### config.mk
export PLATFORM = sky130hd
export DESIGN_NAME = irr_div
export DESIGN_NICKNAME = d
export VERILOG_FILES = /design/src/design/irr_pkg.sv /design/src/design/irr_div.sv
export SDC_FILE = /design/constraint.sdc
export NUM_CORES = 1
export LEC_CHECK = 0
export ABC_AREA = 1
export BUFFER_PORTS_ARGS = -buffer_cell sky130_fd_sc_hd__buf_2
export CAP_MARGIN = 20
export CORE_AREA = 2 2 194 196
export DETAILED_ROUTE_END_ITERATION = 7
export DIE_AREA = 0 0 196 198
export PLACE_DENSITY = 0.7
export SLEW_MARGIN = 10
export SYNTH_ARGS = -nofsm -noshare
export SYNTH_HDL_FRONTEND = slang
export SYNTH_SLANG_ARGS = --single-unit
### constraint.sdc
create_clock -name clk -period 6.5 [get_ports clk]
set_input_delay 0 -clock clk [delete_from_list [all_inputs] [get_ports clk]]
set_output_delay 0 -clock clk [all_outputs]
set_load 0.03 [all_outputs]
### src/design/irr_pkg.sv
`default_nettype none
package irr_pkg;

    localparam int MAX_FLOWS_DEF = 256;
    localparam int RATE_W        = 32;
    localparam int ITER_W        = 10;
    localparam int TOL_W         = 32;
    localparam int ACC_W         = 64;
    localparam int CFG_IDX_W     = 2;
    localparam int DIV_NW        = 94;  // |npv| << 30
    localparam int DIV_DW        = 64;

    localparam logic signed [RATE_W-1:0] START_RATE_RST = 32'sd107374182;
    localparam logic [ITER_W-1:0]        ITER_LIMIT_RST = 10'd100;
    localparam logic [TOL_W-1:0]         NPV_TOL_RST    = 32'd4295;

    localparam logic signed [RATE_W-1:0] Q30_ONE = 32'sh4000_0000;
    localparam logic signed [RATE_W-1:0] Q30_MAX = 32'sh7FFF_FFFF;
    localparam logic signed [RATE_W-1:0] Q30_MIN = 32'sh8000_0000;
    localparam logic signed [ACC_W-1:0]  ACC_MAX = 64'sh7FFF_FFFF_FFFF_FFFF;
    localparam logic signed [ACC_W-1:0]  ACC_MIN = 64'sh8000_0000_0000_0000;

    typedef enum logic [1:0] {
        STAT_CONVERGED  = 2'd0,
        STAT_ZERO_SLOPE = 2'd1,
        STAT_LIMIT      = 2'd2
    } status_t;

    typedef enum logic [CFG_IDX_W-1:0] {
        CFG_START_RATE = 2'd0,
        CFG_ITER_LIMIT = 2'd1,
        CFG_NPV_TOL    = 2'd2
    } cfg_idx_t;

    typedef enum logic [3:0] {
        ST_LOAD,
        ST_LIM,
        ST_INV,
        ST_INV_WAIT,
        ST_RD,
        ST_M1,
        ST_M2,
        ST_M3,
        ST_M4,
        ST_M5,
        ST_ACC,
        ST_EVAL,
        ST_STEP_WAIT,
        ST_DONE
    } state_t;

    typedef struct packed {
        logic              start;
        logic [DIV_NW-1:0] dividend;
        logic [DIV_DW-1:0] divisor;
    } div_req_t;

    function automatic logic signed [ACC_W-1:0] sat_add64(
        input logic signed [ACC_W-1:0] a,
        input logic signed [ACC_W-1:0] b
    );
        logic signed [ACC_W:0] s;
        s = {a[ACC_W-1], a} + {b[ACC_W-1], b};
        if (s[ACC_W] != s[ACC_W-1])
        begin
            return s[ACC_W] ? ACC_MIN : ACC_MAX;
        end
        return s[ACC_W-1:0];
    endfunction

endpackage
`default_nettype wire

### src/design/irr_div.sv
`default_nettype none
// Restoring divider, one quotient bit per cycle.
module irr_div (
    input  wire logic                       clk,
    input  wire logic                       rst_n,
    input  wire irr_pkg::div_req_t          req,
    output logic                            done,
    output logic [irr_pkg::DIV_NW-1:0]      quotient
);

    localparam int NW = irr_pkg::DIV_NW;
    localparam int DW = irr_pkg::DIV_DW;
    localparam int CNT_W = $clog2(NW);

    logic              busy_reg;
    logic              done_reg;
    logic [CNT_W-1:0]  cnt_reg;
    logic [DW:0]       rem_reg;
    logic [NW-1:0]     quo_reg;
    logic [DW-1:0]     dvs_reg;

    logic [DW:0]       rem_sh;
    logic [DW+1:0]     diff;
    logic              ge;

    always_comb
    begin
        rem_sh = {rem_reg[DW-1:0], quo_reg[NW-1]};
        diff   = {1'b0, rem_sh} - {2'b00, dvs_reg};
        ge     = ~diff[DW+1];
    end

    always_ff @(posedge clk or negedge rst_n)
    begin
        if (!rst_n)
        begin
            busy_reg <= 1'b0;
            done_reg <= 1'b0;
            cnt_reg  <= '0;
        end
        else
        begin
            done_reg <= 1'b0;
            if (req.start)
            begin
                busy_reg <= 1'b1;
                cnt_reg  <= '0;
            end
            else if (busy_reg)
            begin
                cnt_reg <= cnt_reg + 1'b1;
                if (cnt_reg == CNT_W'(NW - 1))
                begin
                    busy_reg <= 1'b0;
                    done_reg <= 1'b1;
                end
            end
        end
    end

    always_ff @(posedge clk)
    begin
        if (req.start)
        begin
            quo_reg <= req.dividend;
            dvs_reg <= req.divisor;
            rem_reg <= '0;
        end
        else if (busy_reg)
        begin
            rem_reg <= ge ? diff[DW:0] : rem_sh;
            quo_reg <= {quo_reg[NW-2:0], ge};
        end
    end

    assign done     = done_reg;
    assign quotient = quo_reg;

endmodule
`default_nettype wire

* After elaboration in Yosys (flattened, before gate mapping) *
Cells that the tools add are included.
W data, S select, Z words.

word-level totals
  word-level logic and storage cells = 22
  input port bits = 161
  register bits after elaboration = 231
  output and inout port bits = 95

operators by class
  muxes and demuxes = 11
  $add $sub $neg = 2
  equal/unequal tests = 1
  bitwise gates (word level) = 1
  reduce and logical (&&, ||, !) cells = 1

operators with widths
  operator               count
  $mux W94               2
  $sub A65 B64 Y66       1
  $mux W64               1
  $mux W7                2
  $add A7 B1 Y7 const B  1
  $eq A7 B7 Y1 const B   1
  $mux W1                6
  $reduce_bool A2 Y1     1
  $not A1 Y1             1

* Logic depth before layout (Yosys ltp) *
  word-level depth = 4
  depth in mapped cells = 19

* Worst setup path before layout *
No wires, ideal clock.

  path type = flip-flop to flip-flop
  start = reg busy_reg
  end = reg quo_reg[0], in the netlist quotient[0], enable pin
  path slack = 2.652 ns
  stages on the path, launching flop included = 4
  library setup time = 0.495 ns
  arrival = 3.353 ns
  buffers on the path = 1
  cell sequence = dfrtp_1 > nor2_1 > clkinv_1 > clkbuf_1

between the ends
  word-level cells in the longest chain between the ends = 1

ends and longest elaborated chain
  what                          line           RTL
  start: declaration            irr_div.sv:15  logic busy_reg;
  start signal: assignment      irr_div.sv:37  busy_reg <= 1'b0;
  start signal: assignment      irr_div.sv:46  busy_reg <= 1'b1;
  start signal: assignment      irr_div.sv:54  busy_reg <= 1'b0;
  $reduce_bool A2 Y1 (no line)  n/a
  end signal: assignment        irr_div.sv:65  quo_reg <= req.dividend;
  end signal: assignment        irr_div.sv:72  quo_reg <= {quo_reg[NW-2:0], ge};
  end: declaration              irr_div.sv:19  logic [NW-1:0] quo_reg;

Every way passes these cells.
A chain may end at the register's enable or synchronous reset.

* Worst setup path after layout *
  start = reg dvs_reg[3]
  end = reg rem_reg[49]

between the ends
  word-level cells in the longest chain between the ends = 2

ends and longest elaborated chain
  what                      line           RTL
  start: declaration        irr_div.sv:20  logic [DW-1:0] dvs_reg;
  start signal: assignment  irr_div.sv:66  dvs_reg <= req.divisor;
  $sub A65 B64 Y66          irr_div.sv:29  diff = {1'b0, rem_sh} - {2'b00, dvs_reg};
  $mux W64                  irr_div.sv:71  rem_reg <= ge ? diff[DW:0] : rem_sh;
  end signal: assignment    irr_div.sv:71
  end: declaration          irr_div.sv:18  logic [DW:0] rem_reg;

Every way passes these cells.

==> flow_metrics.py <==
metrics = {
    "setup_path": {
        "rrSetupSlack_ns": 3.05,
        "crit_family": "simple AND/OR/NAND/NOR gates",
        "r2r_start": "dvs_reg[3]",
        "cpMostUsedCell": "nand2_1",
        "worstSetupPathType": "reg2reg",
        "r2r_cells": 17,
        "required_ns": 7.00,
        "cp_slowest_cell": "nand2_4",
        "critPathMaxFanout": 68,
        "crit_chain": "inv_1 > ha_1 > nand2_1 > inv_1 > nand2_1 > nand2_1 > nand2_1 > nand3_2 > nand2_1 > nand2_2 > nand2_2 > nand2_2 > nand2_4 > nand2_4 > nand3_1 > nand2_1 > nand2_1",
        "rr_endpoint": "rem_reg[49]",
        "worst_ep_arrival_time_ns": 3.95,
        "end_kind": "register",
        "crit_buf_inv": 2,
        "critPathMaxStageDelay_ns": 0.63,
        "cp-start-kind": "register",
        "crit_path_start": "dvs_reg[3]",
    },
    "cts": {
        "clock_path_buffers": 3,
        "numCtsBuffers": 28,
        "clock-sinks": 231,
        "cts_tree": "yes",
        "path_clk_slew_ns": 0.06,
        "htree_levels": 1,
        "postCtsResizedCells": 0,
        "root_buffer": "clkbuf_16",
        "insertion_delay_ns": 0.59,
    },
    "timing": {
        "min_period_ns": 3.45,
        "hold_viol": 0,
        "drv_slew": 0,
        "fin_crit_sh_pct": 53.1,
        "setup_violations": 0,
        "relSlewSlack_pct": 32.8,
        "tightest_slew_ns": 1.01,
        "timing.fmax_ghz": 0.290,
        "fin_setup_tns_ns": 0,
        "clock_skew_ns": 0.0371,
        "rsz0062_at_grt": "false",
    },
    "floorplanning": {
        "num_rows": 71,
        "initial_core_util_pct": 42.2,
        "dieWidth_um": 196,
        "fp.dieH_um": 198,
        "io_pins": 256,
        "core_sq_um": 37000,
        "die_area_sq_um": 38800,
    },
    "routing": {
        "drt-initial-drc-count": 1082,
        "wl_mm": 52.8,
        "antenna_left": 0,
        "post_drt_wl_per_cell_um": 16.5,
        "vias": 15764,
        "drc": 0,
        "first_pass_iters": 6,
        "vias_per_cell": 4.91,
    },
    "synthesis": {
        "syn-num-nets": 2543,
        "seq_area_frac_synth_pct": 40.1,
        "avgSynthCellArea_sq_um": 6.74,
        "syn_area_sq_um": 15600,
        "synth.ff_latch_count": 231,
        "yosysWarnings": 0,
        "synth_async_sr_flop_share_pct": 3.90,
        "synth_edf_count": 158,
        "synth-main-ff-cell": "edfxtp_1",
        "syn_inst": 2315,
        "synth_cell_types": 38,
    },
    "min_path": {
        "hold_end": "dvs_reg[24]",
        "min-delay-start": "req[158]",
        "hold_path_class": "in2reg",
        "whs_path_depth": 1,
    },
    "placed_design": {
        "hpwl_mm": 38.9,
        "gp_congestion": 1.01,
        "placedInstanceArea_sq_um": 17200,
        "port_buffers": 255,
    },
    "power_and_ir_drop": {
        "leakage_nw": 10.7,
        "p_total_mw": 3.89,
        "powerDensity_nw_per_um2": 197,
        "max-vdd-ir-drop_mv": 0.247,
    },
    "global_routing": {
        "antenna_found_initial": 1,
        "overflow": 0,
        "grt_pass1_wl_mm": 83.1,
        "grt.total_usage_pct": 27.3,
        "grt_max_degree": 102,
        "met3_usage_pct": 5.02,
        "use_met1_pct": 33.2,
        "grt_pass1_vias": 15637,
        "use_met2_pct": 47.1,
        "top_usage_layer": "met2",
    },
    "layout": {
        "largest_register_ffs": 94,
        "area_growth_pct": 26.5,
        "drive_above_1_share_pct": 12.1,
        "fillCellCount": 3551,
        "nets": 2940,
        "stdcell_area_sq_um": 19700,
    },
    "run": {
        "maxCapViolations": 0,
    },
    "outcome": {
        "status": "finished, final reports clean",
    },
}
## power breakdown
part	internal (mW)	switching, mW	total [mW]
registers	1.68	0.0501	1.73
clock network	0.877	0.634	1.51
logic	0.240	0.412	0.652
## worst reg2reg max path: stages (launching register included)
cell and delay [ns]:
edfxtp_1 0.36, inv_1 0.07, ha_1 0.26, nand2_1 0.14
inv_1 0.07, nand2_1 0.06, nand2_1 0.04, nand2_1 0.06
nand3_2 0.14, nand2_1 0.11, nand2_2 0.10, nand2_2 0.11
nand2_2 0.09, nand2_4 0.59, nand2_4 0.67, nand3_1 0.32
nand2_1 0.11, nand2_1 0.06
## cell type report
cell class                      count  area (sq um)  area share, %
Multi-Input combinational cell   1586          7400           37.5
Inverter                          444          1670           8.46
Clock inverter                      6          52.6          0.266
Timing Repair Buffer              421          2930           14.8
Antenna cell                        2          5.00         0.0254
Clock buffer                       46           838           4.25
Tap cell                          474           593           3.00
Sequential cell                   231          6250           31.7
## stage by stage
| stage | hold slack, ns | util (%) | setup slack, ns | std cells |
|---|---|---|---|---|
| 2_1_floorplan | -0.296 | - | 2.65 | 2315 |
| 3_3_place_gp | -0.138 | 46.7 | 3.07 | 2996 |
| 3_5_place_dp | -0.132 | 46.7 | 3.04 | 2996 |
| 4_1_cts | 0.0452 | 53.4 | 3.01 | 3208 |
| 5_1_grt | 0.0583 | 53.4 | 2.66 | 3209 |
| 6_report | 0.0283 | 53.4 | 3.05 | 3210 |
## synth_stat cells, types with 18 or more instances
library cell / n / area [sq um]
nand2_1: 1009 / 3790
nor2_1: 115 / 432
inv_1: 437 / 1640
nand3_1: 155 / 776
clkbuf_1: 30 / 113
xnor2_1: 29 / 254
dfxtp_1: 64 / 1280
edfxtp_1: 158 / 4740
nand4_1: 18 / 113
ha_1: 66 / 826
nand3b_1: 36 / 270
o21ai_0: 29 / 145
a21oi_1: 58 / 290
## cell families after synthesis
kind of cell / Yosys count / synth area share [%]
buffers and inverters: 498 / 12.5
DFF: 231 / 40.1
xor gates and xnor gates: 31 / 1.74
and+or+nand+nor: 1374 / 36.3
AOI/OAI and AO/OA: 114 / 3.90
adders and majority gates: 67 / 5.42
## how the worst max path moves through the flow
stage / depth (start not counted) / endpoint
after floorplan: 3 / quotient[0]
after global placement: 17 / rem_reg[49]
after detailed placement: 17 / rem_reg[49]
after CTS: 17 / rem_reg[49]
after global routing: 15 / rem_reg[15]
final: 17 / rem_reg[49]
## cell usage in the layout (no fill, tap or decap), drive strengths merged, types with 9 or more instances in the layout
cell         instances
a21oi               59
buf                261
clkbuf              46
dfrtp                9
dfxtp               64
dlygate4sd3        160
edfxtp             158
ha                  66
inv                443
nand2             1019
nand3              156
nand3b              36
nand4               18
nor2               125
nor3                11
o21ai               43
xnor2               29
## layer usage
| layer | wire (um) | share of wire [%] |
|---|---|---|
| met5 | 0 | 0 |
| met4 | 2510 | 4.7 |
| met3 | 3640 | 6.9 |
| met2 | 25000 | 47 |
| met1 | 21700 | 41 |
## what timing repair did
action	4_1_cts	5_1_grt
hold buffers	160	0
endpoints found under the hold margin	167	0
buffers inserted	0	0
Power figures use the tool's default switching activity.
